[config.mk]
export PLATFORM = sky130hd
export DESIGN_NAME = double_ended_queue_with_search
export DESIGN_NICKNAME = d
export VERILOG_FILES = /design/src/hw/rtl/deqs_pkg.sv /design/src/hw/rtl/deqs_front.sv /design/src/hw/rtl/deqs_back.sv /design/src/hw/rtl/double_ended_queue_with_search.sv
export SDC_FILE = /design/constraint.sdc
export NUM_CORES = 1
export LEC_CHECK = 0
export BUFFER_PORTS_ARGS = -buffer_cell sky130_fd_sc_hd__clkbuf_2
export CORE_AREA = 4 4 261 263
export DETAILED_ROUTE_END_ITERATION = 8
export DIE_AREA = 0 0 265 267
export MAX_ROUTING_LAYER = met4
export SYNTH_ARGS = -nofsm -noshare
export SYNTH_HDL_FRONTEND = slang
export SYNTH_HIERARCHICAL = 1
export SYNTH_SLANG_ARGS = --single-unit
[constraint.sdc]
create_clock -name clk -period 4.3 [get_ports clk]
set_input_delay 0.43 -clock clk [delete_from_list [all_inputs] [get_ports clk]]
set_output_delay 0.43 -clock clk [all_outputs]
set_load 0.05 [all_outputs]
[src/hw/rtl/deqs_pkg.sv]
// ----------------------------------------------------------------------------
// deqs_pkg
// Types and constants shared by the double-ended queue with search.
// ----------------------------------------------------------------------------
package deqs_pkg;

	localparam int DEPTH      = 16;
	localparam int DATA_WIDTH = 32;
	localparam int IDX_W      = (DEPTH > 1) ? $clog2(DEPTH) : 1;
	localparam int CNT_W      = $clog2(DEPTH + 1);

	// Command function codes as they arrive on the bus
	localparam logic [2:0] FN_PUSH_BACK  = 3'd0;
	localparam logic [2:0] FN_PUSH_FRONT = 3'd1;
	localparam logic [2:0] FN_POP_FRONT  = 3'd2;
	localparam logic [2:0] FN_POP_BACK   = 3'd3;
	localparam logic [2:0] FN_PEEK_FRONT = 3'd4;
	localparam logic [2:0] FN_SEARCH     = 3'd5;

	// Response status codes
	localparam logic [1:0] ST_OK    = 2'd0;
	localparam logic [1:0] ST_EMPTY = 2'd1;
	localparam logic [1:0] ST_FULL  = 2'd2;
	localparam logic [1:0] ST_BAD   = 2'd3;

	typedef logic [DATA_WIDTH-1:0] data_t;

	typedef enum logic [2:0] {
		OP_PUSH_BACK,
		OP_PUSH_FRONT,
		OP_POP_FRONT,
		OP_POP_BACK,
		OP_PEEK_FRONT,
		OP_SEARCH,
		OP_NOP
	} op_t;

	typedef struct packed {
		logic [2:0]  func;
		logic [31:0] value;
	} cmd_t;

	typedef struct packed {
		logic [31:0] data_out;
		logic        found;
		logic [1:0]  status;
		logic [4:0]  count;
	} rsp_t;

	// Classified job passed from front to back
	typedef struct packed {
		op_t   op;
		data_t value;
	} job_t;

endpackage

[src/hw/rtl/deqs_front.sv]
// ----------------------------------------------------------------------------
// deqs_front
// Accepts command beats, decodes the function code and buffers the decoded
// jobs in a two-entry queue for the execution side.
// ----------------------------------------------------------------------------
module deqs_front (
	input  logic          clk,
	input  logic          arst_n,
	input  logic          cmd_valid,
	output logic          cmd_stall,
	input  deqs_pkg::cmd_t cmd,
	output logic          job_valid,
	input  logic          job_take,
	output deqs_pkg::job_t job
);
	import deqs_pkg::*;

	job_t       slot_q [2];
	logic       wr_ptr_q;
	logic       rd_ptr_q;
	logic [1:0] fill_q;
	logic       push;
	logic       pop;
	job_t       decoded;

	always_comb begin
		decoded.value = data_t'(cmd.value);
		case (cmd.func)
			FN_PUSH_BACK:  decoded.op = OP_PUSH_BACK;
			FN_PUSH_FRONT: decoded.op = OP_PUSH_FRONT;
			FN_POP_FRONT:  decoded.op = OP_POP_FRONT;
			FN_POP_BACK:   decoded.op = OP_POP_BACK;
			FN_PEEK_FRONT: decoded.op = OP_PEEK_FRONT;
			FN_SEARCH:     decoded.op = OP_SEARCH;
			default:       decoded.op = OP_NOP;
		endcase
	end

	assign cmd_stall = (fill_q == 2'd2);
	assign push      = cmd_valid && !cmd_stall;
	assign job_valid = (fill_q != 2'd0);
	assign pop       = job_valid && job_take;
	assign job       = slot_q[rd_ptr_q];

	always_ff @(posedge clk) begin
		if (push) begin
			slot_q[wr_ptr_q] <= decoded;
		end
	end

	always_ff @(posedge clk or negedge arst_n) begin
		if (!arst_n) begin
			wr_ptr_q <= 1'b0;
			rd_ptr_q <= 1'b0;
			fill_q   <= 2'd0;
		end else begin
			if (push) begin
				wr_ptr_q <= !wr_ptr_q;
			end
			if (pop) begin
				rd_ptr_q <= !rd_ptr_q;
			end
			case ({push, pop})
				2'b10:   fill_q <= fill_q + 2'd1;
				2'b01:   fill_q <= fill_q - 2'd1;
				default: fill_q <= fill_q;
			endcase
		end
	end

endmodule

[src/hw/rtl/deqs_back.sv]
// ----------------------------------------------------------------------------
// deqs_back
// Executes decoded jobs on the ring memory: pushes, pops, peeks and a
// one-entry-per-cycle search, and holds the response beat in a register.
// ----------------------------------------------------------------------------
module deqs_back (
	input  logic           clk,
	input  logic           arst_n,
	input  logic           job_valid,
	output logic           job_take,
	input  deqs_pkg::job_t job,
	output logic           rsp_valid,
	input  logic           rsp_stall,
	output deqs_pkg::rsp_t rsp
);
	import deqs_pkg::*;

	typedef enum logic [1:0] {
		S_IDLE,
		S_READ,
		S_SEARCH
	} state_t;

	state_t             state_q, state_d;
	logic [IDX_W-1:0]   head_q, head_d;
	logic [CNT_W-1:0]   cnt_q, cnt_d;
	logic [IDX_W-1:0]   idx_q, idx_d;
	data_t              key_q, key_d;
	logic               rsp_valid_q;
	rsp_t               rsp_q, res;
	logic               fin;

	data_t              ring [DEPTH];
	data_t              rd_data_q;
	logic               we, re;
	logic [IDX_W-1:0]   waddr, raddr;
	data_t              wdata;

	logic               slot_free;
	logic               is_full, is_empty;
	logic               hit, last;

	// Ring position: sum of two in-range offsets stays below twice the depth
	function automatic logic [IDX_W-1:0] wrap(input logic [IDX_W:0] s);
		logic [IDX_W:0] r;
		r = (s >= (IDX_W+1)'(DEPTH)) ? s - (IDX_W+1)'(DEPTH) : s;
		return r[IDX_W-1:0];
	endfunction

	assign slot_free = !rsp_valid_q || !rsp_stall;
	assign job_take  = (state_q == S_IDLE) && job_valid && slot_free;
	assign is_full   = (cnt_q == CNT_W'(DEPTH));
	assign is_empty  = (cnt_q == '0);
	assign hit       = (rd_data_q == key_q);
	assign last      = (CNT_W'({1'b0, idx_q}) + CNT_W'(1) == cnt_q);

	always_comb begin
		state_d = state_q;
		head_d  = head_q;
		cnt_d   = cnt_q;
		idx_d   = idx_q;
		key_d   = key_q;
		we      = 1'b0;
		waddr   = head_q;
		wdata   = job.value;
		re      = 1'b0;
		raddr   = head_q;
		fin     = 1'b0;
		res     = '0;
		case (state_q)
			S_IDLE: begin
				if (job_take) begin
					case (job.op)
						OP_PUSH_BACK: begin
							fin = 1'b1;
							if (is_full) begin
								res.status = ST_FULL;
							end else begin
								we    = 1'b1;
								waddr = wrap({1'b0, head_q} + (IDX_W+1)'(cnt_q));
								cnt_d = cnt_q + CNT_W'(1);
							end
						end
						OP_PUSH_FRONT: begin
							fin = 1'b1;
							if (is_full) begin
								res.status = ST_FULL;
							end else begin
								head_d = wrap({1'b0, head_q} + (IDX_W+1)'(DEPTH - 1));
								we     = 1'b1;
								waddr  = head_d;
								cnt_d  = cnt_q + CNT_W'(1);
							end
						end
						OP_POP_FRONT: begin
							if (is_empty) begin
								fin        = 1'b1;
								res.status = ST_EMPTY;
							end else begin
								re      = 1'b1;
								raddr   = head_q;
								head_d  = wrap({1'b0, head_q} + (IDX_W+1)'(1));
								cnt_d   = cnt_q - CNT_W'(1);
								state_d = S_READ;
							end
						end
						OP_POP_BACK: begin
							if (is_empty) begin
								fin        = 1'b1;
								res.status = ST_EMPTY;
							end else begin
								cnt_d   = cnt_q - CNT_W'(1);
								re      = 1'b1;
								raddr   = wrap({1'b0, head_q} + (IDX_W+1)'(cnt_d));
								state_d = S_READ;
							end
						end
						OP_PEEK_FRONT: begin
							if (is_empty) begin
								fin        = 1'b1;
								res.status = ST_EMPTY;
							end else begin
								re      = 1'b1;
								raddr   = head_q;
								state_d = S_READ;
							end
						end
						OP_SEARCH: begin
							if (is_empty) begin
								fin = 1'b1;
							end else begin
								re      = 1'b1;
								raddr   = head_q;
								idx_d   = '0;
								key_d   = job.value;
								state_d = S_SEARCH;
							end
						end
						default: begin
							fin = 1'b1;
						end
					endcase
				end
			end
			S_READ: begin
				res.data_out = 32'(rd_data_q);
				if (slot_free) begin
					fin     = 1'b1;
					state_d = S_IDLE;
				end
			end
			S_SEARCH: begin
				res.found = hit;
				if (hit || last) begin
					if (slot_free) begin
						fin     = 1'b1;
						state_d = S_IDLE;
					end
				end else begin
					// advance to the next stored entry
					idx_d = idx_q + IDX_W'(1);
					re    = 1'b1;
					raddr = wrap({1'b0, head_q} + {1'b0, idx_d});
				end
			end
			default: begin
				state_d = S_IDLE;
			end
		endcase
		res.count = 5'(cnt_d);
	end

	always_ff @(posedge clk) begin
		if (we) begin
			ring[waddr] <= wdata;
		end
		if (re) begin
			rd_data_q <= ring[raddr];
		end
	end

	always_ff @(posedge clk or negedge arst_n) begin
		if (!arst_n) begin
			state_q     <= S_IDLE;
			head_q      <= '0;
			cnt_q       <= '0;
			idx_q       <= '0;
			key_q       <= '0;
			rsp_valid_q <= 1'b0;
			rsp_q       <= '0;
		end else begin
			state_q <= state_d;
			head_q  <= head_d;
			cnt_q   <= cnt_d;
			idx_q   <= idx_d;
			key_q   <= key_d;
			if (rsp_valid_q && !rsp_stall) begin
				rsp_valid_q <= 1'b0;
			end
			if (fin) begin
				rsp_valid_q <= 1'b1;
				rsp_q       <= res;
			end
		end
	end

	assign rsp_valid = rsp_valid_q;
	assign rsp       = rsp_q;

endmodule

[src/hw/rtl/double_ended_queue_with_search.sv]
// ----------------------------------------------------------------------------
// double_ended_queue_with_search
// Bounded deque of words in a ring memory with push/pop at both ends, peek
// and search by value; one response beat per command beat.
// ----------------------------------------------------------------------------
// A two-entry command queue lets new commands in while the executor works or
// a response waits. Once the executor picks a command, a push (or a refused
// push, pop or peek, or an unused code) registers its response beat for the
// next cycle; a pop or peek first does a registered read of the single-port
// ring memory. A search reads one stored entry per cycle through that same
// port and stops at the first match or at the last stored entry. A search of
// an empty queue answers without reading the ring.
// Responses come in command order.
module double_ended_queue_with_search (
	input  logic           clk,
	input  logic           arst_n,
	input  logic           cmd_valid,
	output logic           cmd_stall,
	input  deqs_pkg::cmd_t cmd,
	output logic           rsp_valid,
	input  logic           rsp_stall,
	output deqs_pkg::rsp_t rsp
);
	import deqs_pkg::*;

	logic job_valid;
	logic job_take;
	job_t job;

	deqs_front u_front (
		.clk       (clk),
		.arst_n    (arst_n),
		.cmd_valid (cmd_valid),
		.cmd_stall (cmd_stall),
		.cmd       (cmd),
		.job_valid (job_valid),
		.job_take  (job_take),
		.job       (job)
	);

	deqs_back u_back (
		.clk       (clk),
		.arst_n    (arst_n),
		.job_valid (job_valid),
		.job_take  (job_take),
		.job       (job),
		.rsp_valid (rsp_valid),
		.rsp_stall (rsp_stall),
		.rsp       (rsp)
	);

endmodule

# Yosys cells after proc, flatten, opt, wreduce, memory -nomap -nowiden
# Memory sizes are Yosys's and may differ from the RTL's. A register that Yosys moved wholly into a read port is not among the register bits.
# Cells that the tools add are included.
[totals]
regBits = 92
latch_bits = 0
ramBits = 582
mem_bits_ro = 0
inputBits = 39
out_inout_bits = 42
n_memories = 2
[op_classes]
addsub = 16
n_mul = 0
n_div = 0
magnitude_cmp = 5
eq_ne = 27
shifts = 0
mux = 64
bitwise_logic = 1
reduce_logical = 29
[mem_list]
columns = ["name", "depth", "word_bits", "read_ports", "rd_ports_with_merged_regs", "write_ports", "line_no", "text"]
rows = [
  ["u_back.ring", 16, 32, 1, 1, 1, "deqs_back.sv:33", "data_t ring [DEPTH];"],
  ["u_front.slot_q", 2, 35, 1, 0, 1, "deqs_front.sv:18", "job_t slot_q [2];"],
]
[op_table]
columns = ["op", "n"]
rows = [
  ["two-way mux 4 bit", 18],
  ["== test 32 bit", 1],
  ["two-way mux 32 bit", 1],
  ["case mux 4 bit (2 select lines)", 4],
  ["greater-or-equal comparator 5 bit, second input constant", 5],
  ["two-way mux 1 bit", 21],
  ["two-way mux 5 bit", 4],
  ["subtractor 4 x 1 -> 4 bit, second input constant", 5],
  ["case mux 3 bit (6 select lines)", 1],
  ["two-way mux 2 bit", 8],
  ["== test 3 x 2 -> 1 bit, second input constant", 4],
  ["== test 3 bit, second input constant", 4],
  ["case mux 2 bit (2 select lines)", 3],
  ["adder 4 x 1 -> 5 bit, second input constant", 2],
  ["adder 4 x 5 -> 5 bit", 2],
  ["inequality test 2 bit, second input constant", 5],
  ["case mux 5 bit (2 select lines)", 1],
  ["AND reduction 5 bit", 2],
  ["nonzero test 2 bit", 5],
  ["inequality test 3 bit, second input constant", 3],
  ["AND reduction 4 bit", 2],
  ["== test 2 bit, second input constant", 3],
  ["== test 3 x 1 -> 1 bit, second input constant", 2],
  ["zero test 3 bit", 2],
  ["23 further kinds", 34],
]

# Logic depth before layout (Yosys ltp)
[depth]
depth_word = 8
ltp_mapped = 15
mapped_depth_nobuf = 13

# Modules after synthesis
# The synthesis kept the hierarchy.
[modules_own_cells]
columns = ["module", "n_inst", "cells_per_inst", "area_each_um2", "seq_area_each_um2"]
rows = [
  ["deqs_back", 1, 1922, 26556.7, 18537.8],
  ["deqs_front", 1, 130, 2755.1, 2202.1],
]

# Worst setup path after synthesis
# Ideal clock, no wire load.
[synth_path]
path_type = "flip-flop to flip-flop"
start = "register u_back.idx_q[0]"
end = "register u_back.rd_data_q[0] (read register of u_back.ring) (enable)"
setup_time_ps = 466
t_arrival_ps = 3703
required_ps = 3834
setup_slack_ps = 132
path_stages_with_launch = 8
n_path_buf = 1
period_less_slack_ps = 4168
cell_sequence = "dfrtp_1 ha_1 xor2_1 xnor2_1 nand4_1 o21ai_1 buf_2 o21ai_0"
[synth_lines]
columns = ["element", "line_no", "text"]
rows = [
  ["start: declaration", "deqs_back.sv:27", "logic [IDX_W-1:0] idx_q, idx_d;"],
  ["start signal: assignment", "deqs_back.sv:195", "idx_q <= idx_d;"],
  ["adder 4 x 1 -> 5 bit", "deqs_back.sv:55", "assign last = (CNT_W'({1'b0, idx_q}) + CNT_W'(1) == cnt_q);"],
  ["== test 5 bit", "deqs_back.sv:55", ""],
  ["logical OR 1 bit", "deqs_back.sv:154", "if (hit || last) begin"],
  ["two-way mux 1 bit", "deqs_back.sv:154", ""],
  ["case mux 1 bit (2 select lines)", "deqs_back.sv:70", "case (state_q)"],
  ["named net u_back.re", "deqs_back.sv:35", "logic we, re;"],
  ["end: declaration", "deqs_back.sv:34", "data_t rd_data_q;"],
]
# The timed path passes the listed nets, and every way through them passes these cells.
# A chain may end at the register's enable or synchronous reset.

# Final worst setup path
[layout_path]
start = "register u_back.cnt_q[0]"
end = "register u_back.rd_data_q[9] (read register of u_back.ring) (data pin)"
[layout_via]
elab_chain_len = 8
[layout_lines]
columns = ["element", "line_no", "text"]
rows = [
  ["start: declaration", "deqs_back.sv:26", "logic [CNT_W-1:0] cnt_q, cnt_d;"],
  ["start signal: assignment", "deqs_back.sv:194", "cnt_q <= cnt_d;"],
  ["subtractor 5 x 1 -> 5 bit", "deqs_back.sv:112", "cnt_d = cnt_q - CNT_W'(1);"],
  ["adder 4 x 5 -> 5 bit", "deqs_back.sv:114", "raddr = wrap({1'b0, head_q} + (IDX_W+1)'(cnt_d));"],
  ["subtractor 4 x 1 -> 4 bit or greater-or-equal comparator 5 bit (tied branches)", "deqs_back.sv:46", "r = (s >= (IDX_W+1)'(DEPTH)) ? s - (IDX_W+1)'(DEPTH) : s;"],
  ["two-way mux 4 bit", "deqs_back.sv:46", ""],
  ["two-way mux 4 bit", "deqs_back.sv:108", "if (is_empty) begin"],
  ["two-way mux 4 bit", "--", ""],
  ["two-way mux 4 bit", "deqs_back.sv:72", "if (job_take) begin"],
  ["case mux 4 bit (2 select lines)", "deqs_back.sv:70", ""],
]
# Several ways; a longest one is shown, not always the timed one.

==> flow_summary.ini <==
[sta]
finClkSkew_ps = 22.7
grt_setup_unrepaired = false
finalMaxSlewViolations = 0
finalSetupTns_ps = 0
max_freq_ghz = 0.251
slew_headroom_pct = 23.1
final_hold_viol_count = 0
setup_violations = 0
worst_pin_slew_ps = 1150
timing.final.crit_period_ps = 3980
fin_crit_sh_pct = 92.5

[cells_and_area]
diodes = 0
fin_area_um2 = 34000
final_nets = 2242
final_cell_count_no_fill = 3100
layout-drive-gt1-share_pct = 19.7
area_delta_synth_final_pct = 15.9
fillers = 5534

[power_and_ir_drop]
ir_drop_mv = 0.596
total_power_mw = 29.0
p_leak_nw = 12.1
powerDensity_nw_per_um2 = 853

[global_routing]
grt_max_degree = 67
grt_pass1_vias = 18105
grt_usage_pct = 22.2
grt_antenna_before_repair = 0
grt_pass1_wl_um = 116000
grt_overflow = 0

[clock_network]
post_cts_buffers = 0
numCtsBuffers = 74
cts.clk_slew.worst_paths_ps = 60
cts_sinks = 706
clk_latency_ps = 610
holdBufCountCts = 32
cts_buffer_depth = 3
root_buffer = clkbuf_16
cts_resized = 0
cts_max_level = 3
cts_tree = done

[logic_synthesis]
synth_top_family_by_area = compound AO/OA/AOI/OAI gates
synthMuxAreaShare_pct = 2.99
netlist_instances = 2052
synthAdderAreaFrac_pct = 1.06
syn-num-nets = 2114
async_flop_share_pct = 13.0
synth_area_leaders = edfxtp_1, dfrtp_1, nand2_1, mux2_2, a32oi_1
yosysUniqueCellTypes = 66
synth_top_area_share_pct = 62.9
synth-compound-area-share_pct = 12.9
synth_edf_count = 614
ys_ff_latch = 706
synth_top_area_cell = edfxtp_1
ys.flop_type = edfxtp_1
yosysWarnings = 6
ys_seq_area_share_pct = 70.8
synth-xor-area-share_pct = 1.76
syn_area_um2 = 29300
yosys.area_share.simple_pct = 7.66
yosysMostFrequentCell = edfxtp_1
synth.avg_cell_area_um2 = 14.3
netlist_top_cells_count = edfxtp_1, nand2_1, dfrtp_1, a21oi_1, mux2_2

[critical_path]
r2r-end = u_back/rd_data_q[9]$_DFFE_PP_
rrSetupSlack_ps = 320
reg2reg_from = u_back/cnt_q[0]$_DFF_PN0_
cp.arrival_ps = 4330
required_ps = 4650
end_kind = register
cp_max_fo = 54
r2r_cells = 12
start_kind = register
crit_path_start = u_back/cnt_q[0]$_DFF_PN0_
crit_type = reg -> reg

[floorplanning]
die_h_um = 267
core_um2 = 65600
dieArea_um2 = 70800
rows = 94
start_util_pct = 44.7
die_w_um = 265
ios = 81

[run]
cap_violations = 0

[detailed_routing]
drc_errors = 0
vias_per_cell = 5.89
first_iter_violations = 1662
ant_nets = 0
dr.pass1.iters = 7
wl_per_cell_um = 24.8
vias = 18273
wirelength_um = 77000

[placed_design]
place_inst = 2936
io_buffers = 80
dp_hpwl_um = 44600
dpl-instance-area_um2 = 31200
gp_congestion = 0.850

[worst_hold_path]
hold_class = in -> reg
min_from = cmd[9]
hold_depth = 1
holdPathEnd = u_front/slot_q[1][9]$_DFFE_PP_

[outcome]
status = complete, no violations
==> flip-flops by register name (all words and copies together) (netlist names) <==
name / flops
u_back/idx_q: 4
u_back/head_q: 4
u_front/rd_ptr_q: 1
u_back/rsp_valid: 1
u_back/key_q: 32
u_back/state_q: 2
u_back/rd_data_q: 32
u_back/ring: 512
u_back/cnt_q: 5
u_front/fill_q: 2
u_front/slot_q: 70
u_back/rsp: 40
u_front/wr_ptr_q: 1
==> critical path: stages, from the launching register on <==
cell	delay [ps]
dfrtp_1	450
inv_1	180
ha_1	270
or4b_1	610
nand4_4	220
mux2i_1	290
nor2_1	120
a21oi_4	530
nand2_4	180
buf_12	220
a211oi_1	350
o21ba_2	180
a211oi_2	30
==> logic make-up after synthesis <==
logic type / after synthesis
AO/OA/AOI/OAI: 509
XOR/XNOR: 59
adder cells (fa/ha/maj): 23
buffers and inverters: 162
flip-flops: 706
multiplexers: 78
AND/OR/NAND/NOR: 515
==> where the power goes <==
part           switching (mW)  leakage, nW  total (mW)  internal [mW]
clock network            2.57         1.18        6.34           3.77
logic                    8.15         4.16        12.7           4.59
registers               0.637         6.72        9.89           9.25
==> final cells by class <==
type / instances / area (um^2) / area share [%]
tap: 864 / 1080 / 3.18
multi-input combinational: 1184 / 7920 / 23.3
inverter: 20 / 75.1 / 0.221
clock buffer: 96 / 2010 / 5.91
timing repair buffer: 194 / 1750 / 5.16
clock inverter: 36 / 392 / 1.15
sequential: 706 / 20700 / 61.1
==> stage by stage <==
stage / hold WS (ps) / util [%] / setup slack (ps)
floorplan: 134 / - / 132
global placement: 465 / 47.6 / 414
detailed placement: 465 / 47.6 / 395
CTS: 10.4 / 51.8 / 401
global route: 16.8 / 51.8 / 48.0
finish: 51.5 / 51.8 / 321
==> worst max-delay path by stage <==
stage	slack, ps	endpoint	cells after the start
global placement	410	u_back/ring[11][9]$_DFFE_PP_	11
finish	320	u_back/rd_data_q[9]$_DFFE_PP_	12
detailed placement	400	u_back/ring[11][11]$_DFFE_PP_	11
floorplan	130	u_back/rd_data_q[0]$_DFFE_PP_	7
global route	50	u_back/ring[5][15]$_DFFE_PP_	11
CTS	400	u_back/ring[5][15]$_DFFE_PP_	11
==> placed cells by master, fill, tap and decap left out, drive strengths merged, types with 23 or more instances in the layout <==
| cell | Yosys | final |
|---|---|---|
| o22ai | 30 | 30 |
| clkbuf | 56 | 175 |
| dfrtp | 92 | 92 |
| nand2 | 350 | 350 |
| and3 | 62 | 62 |
| xor2 | 46 | 46 |
| a21oi | 88 | 88 |
| o21ba | 28 | 28 |
| clkinv | 0 | 24 |
| o21ai | 64 | 64 |
| mux2 | 74 | 74 |
| nor2 | 40 | 40 |
| edfxtp | 614 | 614 |
| inv | 20 | 23 |
| a211oi | 85 | 85 |
| a22o | 30 | 30 |
| dlygate4sd3 | 0 | 32 |
| a32oi | 61 | 61 |
| buf | 86 | 83 |
| a22oi | 63 | 63 |
==> metal layers <==
metal  wire (um)  vias to the layer above  GRT usage (%)
li1            -                     8100              -
met1       34000                     9381           31.0
met2       36500                      688           34.7
met3        5090                      104           3.52
met4        1460                        0           5.48
met5           0                        -              -
Power figures use the tool's default switching activity.
